===== src/sv/cbi_pkg.sv =====
// ----------------------------------------------------------------------------
// cbi_pkg
// Shared types, constants and helpers for the CSS brace indenter.
// ----------------------------------------------------------------------------
package cbi_pkg;

    // widths
    localparam int DEPTH_W = 6;
    localparam int TAB_W   = 6;
    localparam int BASE_W  = 4;
    localparam int ADDR_W  = 3;
    localparam int DATA_W  = 32;

    // nesting limit and indent cap
    localparam logic [DEPTH_W-1:0] MAX_DEPTH = 6'd32;
    localparam logic [TAB_W-1:0]   TAB_CAP   = 6'd47;

    // register map: bit 2 of the byte address selects the register slot
    localparam logic REG_BASE_INDENT = 1'b0;

    // character codes
    localparam logic [7:0] CHR_NUL   = 8'h00;
    localparam logic [7:0] CHR_TAB   = 8'h09;
    localparam logic [7:0] CHR_LF    = 8'h0A;
    localparam logic [7:0] CHR_CR    = 8'h0D;
    localparam logic [7:0] CHR_SPACE = 8'h20;
    localparam logic [7:0] CHR_SEMI  = 8'h3B;
    localparam logic [7:0] CHR_OPEN  = 8'h7B;
    localparam logic [7:0] CHR_CLOSE = 8'h7D;

    // input kind codes
    localparam logic KIND_BYTE = 1'b0;
    localparam logic KIND_END  = 1'b1;

    // input beat
    typedef struct packed {
        logic       kind;
        logic [7:0] data_byte;
    } item_t;

    // output beat
    typedef struct packed {
        logic [7:0] out_byte;
        logic       is_status;
        logic       balanced;
        logic       last_of_run;
    } res_t;

    // character class of an input beat
    typedef enum logic [2:0] {
        CLS_SPACE,
        CLS_OPEN,
        CLS_CLOSE,
        CLS_SEMI,
        CLS_OTHER,
        CLS_END
    } cls_t;

    // output character source
    typedef enum logic [2:0] {
        SEL_TAB,
        SEL_CR,
        SEL_LF,
        SEL_SPACE,
        SEL_CHAR
    } out_sel_t;

    // controller to datapath
    typedef struct packed {
        logic     accept;
        logic     emit;
        out_sel_t sel;
        logic     last;
        logic     tab_step;
    } ctl_cmd_t;

    // datapath to controller
    typedef struct packed {
        cls_t cls;
        logic at_line_start;
        logic prev_was_space;
        logic indent_zero;
        logic tab_last;
        logic out_free;
    } dp_status_t;

    // classify one input beat
    function automatic cls_t classify(input item_t it);
        cls_t c;
        if (it.kind == KIND_END)
            c = CLS_END;
        else if (it.data_byte inside {CHR_SPACE, CHR_TAB, CHR_CR, CHR_LF})
            c = CLS_SPACE;
        else if (it.data_byte == CHR_OPEN)
            c = CLS_OPEN;
        else if (it.data_byte == CHR_CLOSE)
            c = CLS_CLOSE;
        else if (it.data_byte == CHR_SEMI)
            c = CLS_SEMI;
        else
            c = CLS_OTHER;
        return c;
    endfunction

endpackage


===== src/sv/css_brace_indenter_unit.sv =====
// ----------------------------------------------------------------------------
// css_brace_indenter_unit
// Reformats a CSS byte stream with line breaks and tab indentation and
// reports brace balance on an end-of-buffer beat.
//
//   channel  | signals                          | moves
//   ---------+----------------------------------+-----------------------------
//   item     | item_valid, item_ready, item     | one CSS byte or end marker
//   res      | res_valid, res_ready, res        | one output char or status
//   config   | psel penable pwrite paddr pwdata | base_indent at address 0
//            | prdata pready                    |
//
// An item is taken only while the sequencer is idle, then each of its output
// beats passes through the output register; indent runs emit one tab per
// cycle from a down counter while res is not stalled.
// A whitespace byte that follows whitespace is taken with no beat.
// Reset restores line start, zero depth and base_indent 0.
// A stall on res holds the sequencer in its current phase.
// ----------------------------------------------------------------------------
module css_brace_indenter_unit
    import cbi_pkg::*;
(
    input  logic              clk,
    input  logic              rst_n,
    input  logic              item_valid,
    output logic              item_ready,
    input  item_t             item,
    output logic              res_valid,
    input  logic              res_ready,
    output res_t              res,
    input  logic              psel,
    input  logic              penable,
    input  logic              pwrite,
    input  logic [ADDR_W-1:0] paddr,
    input  logic [DATA_W-1:0] pwdata,
    output logic [DATA_W-1:0] prdata,
    output logic              pready
);

    ctl_cmd_t          cmd;
    dp_status_t        st;
    logic              cfg_we;
    logic [BASE_W-1:0] base_indent;

    // register port decode
    assign pready = 1'b1;
    assign cfg_we = psel && penable && pwrite && (paddr[2] == REG_BASE_INDENT);
    assign prdata = (paddr[2] == REG_BASE_INDENT)
                  ? {{(DATA_W - BASE_W){1'b0}}, base_indent} : '0;

    cbi_ctrl u_ctrl (
        .clk        (clk),
        .rst_n      (rst_n),
        .item_valid (item_valid),
        .item_ready (item_ready),
        .st         (st),
        .cmd        (cmd)
    );

    cbi_datapath u_datapath (
        .clk         (clk),
        .rst_n       (rst_n),
        .item        (item),
        .cfg_we      (cfg_we),
        .cfg_wdata   (pwdata[BASE_W-1:0]),
        .base_indent (base_indent),
        .cmd         (cmd),
        .st          (st),
        .res_valid   (res_valid),
        .res_ready   (res_ready),
        .res         (res)
    );

endmodule


===== src/sv/cbi_ctrl.sv =====
// ----------------------------------------------------------------------------
// cbi_ctrl
// Sequencer that walks one item through its output phases: leading line
// break or separating space, indent tabs, the character itself and the
// trailing line break.
// ----------------------------------------------------------------------------
module cbi_ctrl
    import cbi_pkg::*;
(
    input  logic       clk,
    input  logic       rst_n,
    input  logic       item_valid,
    output logic       item_ready,
    input  dp_status_t st,
    output ctl_cmd_t   cmd
);

    typedef enum logic [2:0] {
        ST_IDLE,
        ST_PRE_CR,
        ST_PRE_LF,
        ST_PRE_SP,
        ST_INDENT,
        ST_CHAR,
        ST_EOL_CR,
        ST_EOL_LF
    } state_t;

    state_t state_reg, state_next;
    logic   want_indent_reg, want_indent_next;
    logic   want_eol_reg, want_eol_next;
    logic   do_indent;

    assign item_ready = (state_reg == ST_IDLE);

    // command decode
    always_comb
    begin
        cmd.accept   = item_ready && item_valid;
        cmd.emit     = (state_reg != ST_IDLE) && st.out_free;
        cmd.last     = ((state_reg == ST_CHAR) && !want_eol_reg) || (state_reg == ST_EOL_LF);
        cmd.tab_step = (state_reg == ST_INDENT) && st.out_free;
        case (state_reg)
            ST_PRE_CR, ST_EOL_CR: cmd.sel = SEL_CR;
            ST_PRE_LF, ST_EOL_LF: cmd.sel = SEL_LF;
            ST_PRE_SP:            cmd.sel = SEL_SPACE;
            ST_INDENT:            cmd.sel = SEL_TAB;
            default:              cmd.sel = SEL_CHAR;
        endcase
    end

    // phase sequencing
    always_comb
    begin
        state_next       = state_reg;
        want_indent_next = want_indent_reg;
        want_eol_next    = want_eol_reg;
        do_indent        = st.at_line_start && !st.indent_zero;
        case (state_reg)
            ST_IDLE:
            begin
                if (item_valid)
                begin
                    want_indent_next = 1'b0;
                    want_eol_next    = 1'b0;
                    case (st.cls)
                        CLS_END:
                            state_next = ST_CHAR;
                        CLS_SPACE:
                            state_next = st.prev_was_space ? ST_IDLE : ST_CHAR;
                        CLS_OPEN:
                        begin
                            want_eol_next = 1'b1;
                            // a run of text before the brace ends in one space
                            if (!st.prev_was_space)
                                state_next = ST_PRE_SP;
                            else
                                state_next = do_indent ? ST_INDENT : ST_CHAR;
                        end
                        CLS_CLOSE:
                        begin
                            want_eol_next    = 1'b1;
                            want_indent_next = !st.indent_zero;
                            if (!st.at_line_start)
                                state_next = ST_PRE_CR;
                            else
                                state_next = st.indent_zero ? ST_CHAR : ST_INDENT;
                        end
                        CLS_SEMI:
                        begin
                            want_eol_next = 1'b1;
                            state_next    = do_indent ? ST_INDENT : ST_CHAR;
                        end
                        default:
                            state_next = do_indent ? ST_INDENT : ST_CHAR;
                    endcase
                end
            end
            ST_PRE_CR:
                if (st.out_free)
                    state_next = ST_PRE_LF;
            ST_PRE_LF:
                if (st.out_free)
                    state_next = want_indent_reg ? ST_INDENT : ST_CHAR;
            ST_PRE_SP:
                if (st.out_free)
                    state_next = ST_CHAR;
            ST_INDENT:
                if (st.out_free && st.tab_last)
                    state_next = ST_CHAR;
            ST_CHAR:
                if (st.out_free)
                    state_next = want_eol_reg ? ST_EOL_CR : ST_IDLE;
            ST_EOL_CR:
                if (st.out_free)
                    state_next = ST_EOL_LF;
            ST_EOL_LF:
                if (st.out_free)
                    state_next = ST_IDLE;
            default:
                state_next = ST_IDLE;
        endcase
    end

    // state and plan registers
    always_ff @(posedge clk or negedge rst_n)
    begin
        if (!rst_n)
        begin
            state_reg       <= ST_IDLE;
            want_indent_reg <= 1'b0;
            want_eol_reg    <= 1'b0;
        end
        else
        begin
            state_reg       <= state_next;
            want_indent_reg <= want_indent_next;
            want_eol_reg    <= want_eol_next;
        end
    end

endmodule


===== src/sv/cbi_datapath.sv =====
// ----------------------------------------------------------------------------
// cbi_datapath
// Formatter state, indent counter, item latch and the output register.
// ----------------------------------------------------------------------------
module cbi_datapath
    import cbi_pkg::*;
(
    input  logic              clk,
    input  logic              rst_n,
    input  item_t             item,
    input  logic              cfg_we,
    input  logic [BASE_W-1:0] cfg_wdata,
    output logic [BASE_W-1:0] base_indent,
    input  ctl_cmd_t          cmd,
    output dp_status_t        st,
    output logic              res_valid,
    input  logic              res_ready,
    output res_t              res
);

    logic               at_line_start_reg, at_line_start_next;
    logic               prev_was_space_reg, prev_was_space_next;
    logic [DEPTH_W-1:0] nest_depth_reg, nest_depth_next;
    logic               depth_fault_reg, depth_fault_next;
    logic [BASE_W-1:0]  base_indent_reg;
    logic [TAB_W-1:0]   tab_cnt_reg, tab_cnt_next;
    logic [7:0]         char_reg, char_next;
    logic               status_reg, status_next;
    logic               balanced_reg, balanced_next;
    logic               res_valid_reg, res_valid_next;
    res_t               res_reg, res_next;

    cls_t               cls;
    logic [DEPTH_W-1:0] depth_used;
    logic [TAB_W:0]     indent_sum;
    logic [TAB_W-1:0]   indent_cnt;

    assign cls         = classify(item);
    assign base_indent = base_indent_reg;
    assign res_valid   = res_valid_reg;
    assign res         = res_reg;

    // indent count for the incoming item; a close indents at its new depth
    always_comb
    begin
        if ((cls == CLS_CLOSE) && (nest_depth_reg != '0))
            depth_used = nest_depth_reg - DEPTH_W'(1);
        else
            depth_used = nest_depth_reg;
        indent_sum = {{(TAB_W + 1 - BASE_W){1'b0}}, base_indent_reg}
                   + {{(TAB_W + 1 - DEPTH_W){1'b0}}, depth_used};
        indent_cnt = (indent_sum > {1'b0, TAB_CAP}) ? TAB_CAP : indent_sum[TAB_W-1:0];
    end

    // status to controller
    always_comb
    begin
        st.cls            = cls;
        st.at_line_start  = at_line_start_reg;
        st.prev_was_space = prev_was_space_reg;
        st.indent_zero    = (indent_cnt == '0);
        st.tab_last       = (tab_cnt_reg == TAB_W'(1));
        st.out_free       = !res_valid_reg || res_ready;
    end

    // formatter state and item latch
    always_comb
    begin
        at_line_start_next  = at_line_start_reg;
        prev_was_space_next = prev_was_space_reg;
        nest_depth_next     = nest_depth_reg;
        depth_fault_next    = depth_fault_reg;
        char_next           = char_reg;
        status_next         = status_reg;
        balanced_next       = balanced_reg;
        tab_cnt_next        = tab_cnt_reg;
        if (cmd.tab_step)
            tab_cnt_next = tab_cnt_reg - TAB_W'(1);
        if (cmd.accept)
        begin
            tab_cnt_next  = indent_cnt;
            char_next     = item.data_byte;
            status_next   = 1'b0;
            balanced_next = 1'b0;
            case (cls)
                CLS_END:
                begin
                    char_next           = CHR_NUL;
                    status_next         = 1'b1;
                    balanced_next       = (nest_depth_reg == '0) && !depth_fault_reg;
                    at_line_start_next  = 1'b1;
                    prev_was_space_next = 1'b1;
                    nest_depth_next     = '0;
                    depth_fault_next    = 1'b0;
                end
                CLS_SPACE:
                begin
                    char_next           = CHR_SPACE;
                    prev_was_space_next = 1'b1;
                end
                CLS_OPEN:
                begin
                    at_line_start_next  = 1'b1;
                    prev_was_space_next = 1'b1;
                    if (nest_depth_reg >= MAX_DEPTH)
                    begin
                        nest_depth_next  = MAX_DEPTH;
                        depth_fault_next = 1'b1;
                    end
                    else
                        nest_depth_next = nest_depth_reg + DEPTH_W'(1);
                end
                CLS_CLOSE:
                begin
                    at_line_start_next  = 1'b1;
                    prev_was_space_next = 1'b1;
                    if (nest_depth_reg == '0)
                        depth_fault_next = 1'b1;
                    else
                        nest_depth_next = nest_depth_reg - DEPTH_W'(1);
                end
                CLS_SEMI:
                begin
                    at_line_start_next  = 1'b1;
                    prev_was_space_next = 1'b1;
                end
                default:
                begin
                    at_line_start_next  = 1'b0;
                    prev_was_space_next = 1'b0;
                end
            endcase
        end
    end

    // output register
    always_comb
    begin
        res_valid_next = res_valid_reg;
        res_next       = res_reg;
        if (cmd.emit)
        begin
            res_valid_next       = 1'b1;
            res_next.is_status   = 1'b0;
            res_next.balanced    = 1'b0;
            res_next.last_of_run = cmd.last;
            case (cmd.sel)
                SEL_TAB:   res_next.out_byte = CHR_TAB;
                SEL_CR:    res_next.out_byte = CHR_CR;
                SEL_LF:    res_next.out_byte = CHR_LF;
                SEL_SPACE: res_next.out_byte = CHR_SPACE;
                default:
                begin
                    res_next.out_byte  = char_reg;
                    res_next.is_status = status_reg;
                    res_next.balanced  = balanced_reg;
                end
            endcase
        end
        else if (res_ready)
            res_valid_next = 1'b0;
    end

    // control registers
    always_ff @(posedge clk or negedge rst_n)
    begin
        if (!rst_n)
        begin
            at_line_start_reg  <= 1'b1;
            prev_was_space_reg <= 1'b1;
            nest_depth_reg     <= '0;
            depth_fault_reg    <= 1'b0;
            base_indent_reg    <= '0;
            tab_cnt_reg        <= '0;
            res_valid_reg      <= 1'b0;
        end
        else
        begin
            at_line_start_reg  <= at_line_start_next;
            prev_was_space_reg <= prev_was_space_next;
            nest_depth_reg     <= nest_depth_next;
            depth_fault_reg    <= depth_fault_next;
            tab_cnt_reg        <= tab_cnt_next;
            res_valid_reg      <= res_valid_next;
            if (cfg_we)
                base_indent_reg <= cfg_wdata;
        end
    end

    // payload registers
    always_ff @(posedge clk)
    begin
        char_reg     <= char_next;
        status_reg   <= status_next;
        balanced_reg <= balanced_next;
        res_reg      <= res_next;
    end

endmodule


===== config.mk =====
export PLATFORM = sky130hd
export DESIGN_NAME = css_brace_indenter_unit
export DESIGN_NICKNAME = d
export VERILOG_FILES = /design/src/sv/cbi_pkg.sv /design/src/sv/css_brace_indenter_unit.sv /design/src/sv/cbi_ctrl.sv /design/src/sv/cbi_datapath.sv
export SDC_FILE = /design/constraint.sdc
export NUM_CORES = 1
export LEC_CHECK = 0
export BUFFER_PORTS_ARGS = -buffer_cell sky130_fd_sc_hd__buf_2
export CAP_MARGIN = 30
export CORE_ASPECT_RATIO = 1.75
export CORE_UTILIZATION = 54
export CTS_BUF_LIST = sky130_fd_sc_hd__clkbuf_2 sky130_fd_sc_hd__clkbuf_4 sky130_fd_sc_hd__clkbuf_8
export CTS_CLUSTER_SIZE = 12
export DETAILED_ROUTE_END_ITERATION = 8
export PLACE_DENSITY = 0.85
export SLEW_MARGIN = 5
export SYNTH_ARGS = -nofsm -noshare
export SYNTH_HDL_FRONTEND = slang
export SYNTH_SLANG_ARGS = --single-unit
export TNS_END_PERCENT = 20

===== constraint.sdc =====
create_clock -name clk -period 3.71 [get_ports clk]
set_clock_uncertainty 0.1 [all_clocks]
set_input_delay 0.1855 -clock clk [delete_from_list [all_inputs] [get_ports clk]]
set_output_delay 0.1855 -clock clk [all_outputs]
set_load 0.005 [all_outputs]

== Yosys cells after proc, flatten, opt, wreduce, memory -nomap -nowiden ==
Index checks and enable logic that the tools add are counted.
Storage, ports and cells
  bits in registers: 46
  input bits: 51
  output and inout port bits: 46
Cells by class
  add/sub/neg operators: 4
  $lt $le $gt $ge: 2
  equal/unequal tests: 33
  multiplexer cells: 43
  bitwise logic cells: 2
  reductions and logical operators: 39
Operators by type and width (number)
  $mux W3: 17
  $mux W6: 6
  $pmux W8 S4: 1
  $eq A8 B4 Y1 const B: 3
  $pmux W3 S4: 2
  $pmux W3 S8: 1
  $eq A3 B2 Y1 const B: 6
  $pmux W6 S3: 1
  $eq A8 B6 Y1 const B: 2
  $eq A8 B7 Y1 const B: 2
  $ne A2 B1 Y1 const B: 8
  $pmux W8 S2: 1
  $eq A3 B3 Y1 const B: 5
  $logic_not A6 Y1: 2
  $sub A6 B1 Y6 const B: 2
  $logic_and A1 B1 Y1: 11
  $mux W1: 11
  $eq A3 B1 Y1 const B: 3
  $logic_not A3 Y1: 3
  $reduce_and A8 Y1: 1
  $reduce_or A4 Y1: 2
  $add A4 B6 Y7: 1
  $gt A7 B6 Y1 const B: 1
  $add A6 B1 Y6 const B: 1
  19 further kinds: 30

== Logic depth before layout (Yosys ltp) ==
  word-level depth: 20
  gate-level depth with buffers: 16

== Modules after synthesis ==
A second synthesis with hierarchy kept.
Second synthesis, totals
  cells, all modules: 349
  area total of the unflattened synthesis: 3310.7 um^2
By module, submodules not included
  cbi_datapath: instances 1, cells each 259, area an instance 2597.5 um^2, sequential area each 1133.6 um^2
  cbi_ctrl: instances 1, cells each 54, area an instance 442.9 um^2, sequential area each 125.1 um^2
  css_brace_indenter_unit: instances 1, cells each 36, area an instance 270.3 um^2, sequential area each 0.0 um^2

== Worst setup path after synthesis ==
Ideal clock, no wire load.
  path kind: register to register
  start point: reg u_datapath.nest_depth_reg[0]
  end point: reg u_datapath.tab_cnt_reg[2]
  setup time: 0.087 ns
  data arrival time: 3.142 ns
  required time: 3.523 ns
  setup slack: 0.381 ns
  stages on the path, launching flop included: 17
  clock period less this slack: 3.329 ns
  cell sequence: dfrtp_1 > inv_2 > ha_1 > nor3b_4 > nand2_1 > nand2_1 > xnor2_1 > ha_1 > inv_1 > fa_1 > nand2b_1 > a21oi_4 > nor3_1 > a31oi_1 > nand3_1 > a211o_4 > o2111ai_2
On the way
  cells in the longest elaborated chain, start to end: 7
  elaborated cells between the ends (all ways): 8
  classes of those cells: add/sub (2); order compare (1); mux (3); reduce/logical (2)
Ends and longest elaborated chain
  from (decl): line cbi_datapath.sv:23  | logic [DEPTH_W-1:0] nest_depth_reg, nest_depth_next;
  from (signal assigned): line cbi_datapath.sv:181  | nest_depth_reg <= nest_depth_next;
  parallel branches: the longest is 2 deep, another holds $sub A6 B1 Y6
  $mux W6 (*): line cbi_datapath.sv:46  | if ((cls == CLS_CLOSE) && (nest_depth_reg != '0))
  $add A4 B6 Y7 (*): line cbi_datapath.sv:51  | + {{(TAB_W + 1 - DEPTH_W){1'b0}}, depth_used};
  $gt A7 B6 Y1: line cbi_datapath.sv:52  | indent_cnt = (indent_sum > {1'b0, TAB_CAP}) ? TAB_CAP : indent_sum[TAB_W-1:0];
  $mux W6 (*): line cbi_datapath.sv:52
  $mux W6 (*): line cbi_datapath.sv:79  | if (cmd.accept)
  to (signal assigned): line cbi_datapath.sv:183  | tab_cnt_reg <= tab_cnt_next;
  to (decl): line cbi_datapath.sv:26  | logic [TAB_W-1:0] tab_cnt_reg, tab_cnt_next;
Every way passes the cells marked *.
A chain may end at the register's enable or synchronous reset.

== Worst setup path in the final report ==
Ends and elaborated chain as after synthesis.

==> impl_metrics.toml <==
[global_routing]
grt_util_all_layers_pct = 23.5
globalRouteOverflowTotal = 0
grt_pass1_vias = 2633
pin_count_of_the_biggest_net_entering_global_routing = 26
grt_pass1_wl_um = 11500
number_of_antenna_violations_at_the_first_check_in_global_routing = 0

[place]
routabilityCongestion = 0.936
placed_area_um2 = 3450
post-dp-hpwl_um = 5060
dpl.cell_count = 456
portBuffers = 37

[worst_setup_path]
worstRegToRegCells = 16
crit_family = "simple AND/OR/NAND/NOR gates"
worst_path_max_delay_cell = "sky130_fd_sc_hd__dfrtp_1"
critical_path_fanout_max = 7
cp-start-kind = "flop"
critical_path.endpoint_type = "flop"
path_class = "flop to flop"
crit_path_max_incr_delay_ps = 400
timing.critical_path.buf_inv = 2
timing.critical_path.depth = 16
path_cells = "inv_2, ha_1, nor3b_4, nand2_1, nand2_1, xnor2_1, ha_1, inv_1, fa_1, nand2b_1, a21oi_4, nor3_1, a31oi_1, nand3_1, a211o_4, o2111ai_2"
worstPathArrival_ps = 3560
timing.critical_path.required_ps = 3830

[clock_tree]
cts_root_buf = "sky130_fd_sc_hd__clkbuf_8"
clock_path_buffers = 2
clkTransAtPathRegs_ps = 90
clock_tree.htree_level_count = 2
cts.sinks = 46
tritoncts = "yes"
post_cts_setup_buffer_count = 0
worst_skew_pair_latency_ps = 300
cts_buffers = 5

[timing]
achievable-frequency_ghz = 0.291
final.setup.tns_ps = 0
setup_repair_after_global_routing_missed_its_margin = "no"
slew_violations = 0
timing.max_slew.rel_slack_pct = 45.8
timing.final.crit_period_ps = 3440
finalSetupViolations = 0
finalHoldViolCount = 0
tightestPinTransition_ps = 810
finalCritPeriodShare_pct = 92.7

[power_and_ir_drop]
power.leakage_nw = 1.48
irDropWorstVdd_v = 0.000342
pwr_density_cell_nw_per_um2 = 643

[detailed_routing]
dr.first_iter.drc_count = 119
drt_pass1_iterations = 4
vias_per_cell = 5.86
wl_per_cell_um = 14.4
detail_route.wirelength_um = 6690
detail-route-antenna-nets = 0
drc_errors = 0
dr_total_vias = 2726

[floorplanning]
design.portCount = 97
initial_utilization_pct = 55.9
die-width_um = 61.0
rows = 37
core_area_um2 = 5880
die_height_um = 105
overall_die_area_um2 = 6420

[layout]
num-nets-final = 446
largest_register_ffs = 11
post_layout_nonfiller_instances = 465
final_design_area_no_fill_um2 = 3550
layout-drive-gt1-share_pct = 23.0
filler_cell_count = 508
area_delta_synth_final_pct = 8.11
utilization_pct = 60.4
antenna-diode-count = 0

[synth]
netlist_top_cells_count = "sky130_fd_sc_hd__buf_4, sky130_fd_sc_hd__nor2_1, sky130_fd_sc_hd__nand2_1"
avgSynthCellArea_um2 = 9.53
ys_async_sr_fraction_pct = 54.3
netlist_top_cells_area = "sky130_fd_sc_hd__edfxtp_1, sky130_fd_sc_hd__dfrtp_1, sky130_fd_sc_hd__buf_4"
synth_top_cell_by_area = "sky130_fd_sc_hd__edfxtp_1"
yosys.area.top_type_share_pct = 19.2
post_synthesis_instance_total = 345
synth_seq_area_share_pct = 38.3
most_frequent_cell_after_synthesis = "sky130_fd_sc_hd__buf_4"
ys_ff_latch = 46
synth-warning-count = 0
number_of_flops_mapped_to_enable_cells_by_yosys = 21
yosys.cell_types.count = 65
synthesis.area_um2 = 3290
ys_dominant_reg_cell = "sky130_fd_sc_hd__dfrtp_1"

[min_path]
hold_path_depth = 2
worst_hold_path_type = "primary input to flop"

[run]
drv.max_cap_violation_count = 0

[outcome]
status = "finished, final reports clean"
## worst reg2reg max path: stages (launching register included)
cell and delay (ps):
sky130_fd_sc_hd__dfrtp_1 400, sky130_fd_sc_hd__inv_2 80, sky130_fd_sc_hd__ha_1 180, sky130_fd_sc_hd__nor3b_4 200
sky130_fd_sc_hd__nand2_1 90, sky130_fd_sc_hd__nand2_1 170, sky130_fd_sc_hd__xnor2_1 180, sky130_fd_sc_hd__ha_1 240
sky130_fd_sc_hd__inv_1 60, sky130_fd_sc_hd__fa_1 390, sky130_fd_sc_hd__nand2b_1 200, sky130_fd_sc_hd__a21oi_4 230
sky130_fd_sc_hd__nor3_1 80, sky130_fd_sc_hd__a31oi_1 220, sky130_fd_sc_hd__nand3_1 120, sky130_fd_sc_hd__a211o_4 320
sky130_fd_sc_hd__o2111ai_2 90
## kinds of logic after synthesis
family                   after synthesis  synth area share [%]
other                                  2                 0.228
AND/OR/NAND/NOR                      125                  22.1
XOR/XNOR                              14                  4.30
adder cells (fa/ha/maj)               10                  3.96
buffers and inverters                 57                  11.1
flip-flops                            46                  38.3
AO/OA/AOI/OAI                         87                  18.7
multiplexers                           4                  1.37
## layer usage
metal  GRT usage (%)  share of wire, %
met4            14.1               3.3
met1            24.6                36
met5               0                 0
met2            41.4                57
met3            4.05               3.6
## timing repair
item	CTS	global route
hold endpoints to repair	23	0
gates resized for setup	0	0
hold buffers	1	0
## metrics by stage
step | setup slack [ps] | hold slack, ps | total power (W)
global route | 87.7 | 3.06 | 0.00248
detailed placement | 262 | 120 | 0.00197
CTS | 305 | 2.87 | 0.00229
global placement | 374 | 111 | 0.00192
finish | 270 | 6.59 | 0.00229
floorplan | 381 | -210 | 0.00171
## final cells by class
class	instances	area, um2	area share (%)
Multi-Input combinational cell	269	1770	49.7
Sequential cell	46	1260	35.4
Timing Repair Buffer	51	293	8.24
Tap cell	78	97.6	2.75
Clock buffer	5	68.8	1.94
Inverter	13	48.8	1.37
Clock inverter	3	21.3	0.599
## path summary, 6_finish.rpt
path | start | end | slack (ps)
hold / removal | pwdata[2] | u_datapath.base_indent[2]$_DFFE_PN0P_ | 7
setup reg to reg | u_datapath.nest_depth_reg[0]$_DFFE_PN0P_ | u_datapath.tab_cnt_reg[2]$_DFFE_PN0P_ | 270
hold reg to reg | u_datapath.at_line_start_reg$_DFFE_PN1P_ | u_datapath.at_line_start_reg$_DFFE_PN1P_ | 400
setup / recovery | u_datapath.nest_depth_reg[0]$_DFFE_PN0P_ | u_datapath.tab_cnt_reg[2]$_DFFE_PN0P_ | 270
min in group asynchronous | rst_n | u_datapath.tab_cnt_reg[2]$_DFFE_PN0P_ | 320
max in group asynchronous | rst_n | u_datapath.depth_fault_reg$_DFFE_PN0P_ | 2800
## cell usage in the layout, fill, tap and decap left out, types with 5 or more instances in the layout
cell type | Yosys | layout
sky130_fd_sc_hd__nand3_1 | 9 | 9
sky130_fd_sc_hd__clkbuf_8 | 0 | 5
sky130_fd_sc_hd__and2_1 | 9 | 9
sky130_fd_sc_hd__o21ai_1 | 5 | 5
sky130_fd_sc_hd__o21ai_0 | 11 | 11
sky130_fd_sc_hd__edfxtp_1 | 21 | 21
sky130_fd_sc_hd__nor2_1 | 27 | 27
sky130_fd_sc_hd__buf_2 | 3 | 37
sky130_fd_sc_hd__a211oi_1 | 5 | 5
sky130_fd_sc_hd__nand2b_1 | 5 | 5
sky130_fd_sc_hd__inv_1 | 9 | 9
sky130_fd_sc_hd__xor2_1 | 6 | 6
sky130_fd_sc_hd__nand2_1 | 24 | 24
sky130_fd_sc_hd__xnor2_1 | 7 | 7
sky130_fd_sc_hd__nor3_1 | 12 | 12
sky130_fd_sc_hd__conb_1 | 2 | 29
sky130_fd_sc_hd__nor2b_1 | 8 | 8
sky130_fd_sc_hd__nand4b_1 | 5 | 5
sky130_fd_sc_hd__dfrtp_1 | 23 | 23
sky130_fd_sc_hd__buf_4 | 31 | 13
sky130_fd_sc_hd__a21oi_1 | 20 | 20
sky130_fd_sc_hd__ha_1 | 8 | 8
sky130_fd_sc_hd__a31oi_1 | 10 | 10
## power by group
part	internal, W	total (W)	switching (W)	leakage [nW]
logic	0.000490	0.00110	0.000610	0.932
clock network	0.000133	0.000312	0.000180	0.0441
registers	0.000742	0.000873	0.000131	0.507
(Power assumes the default switching activity.)
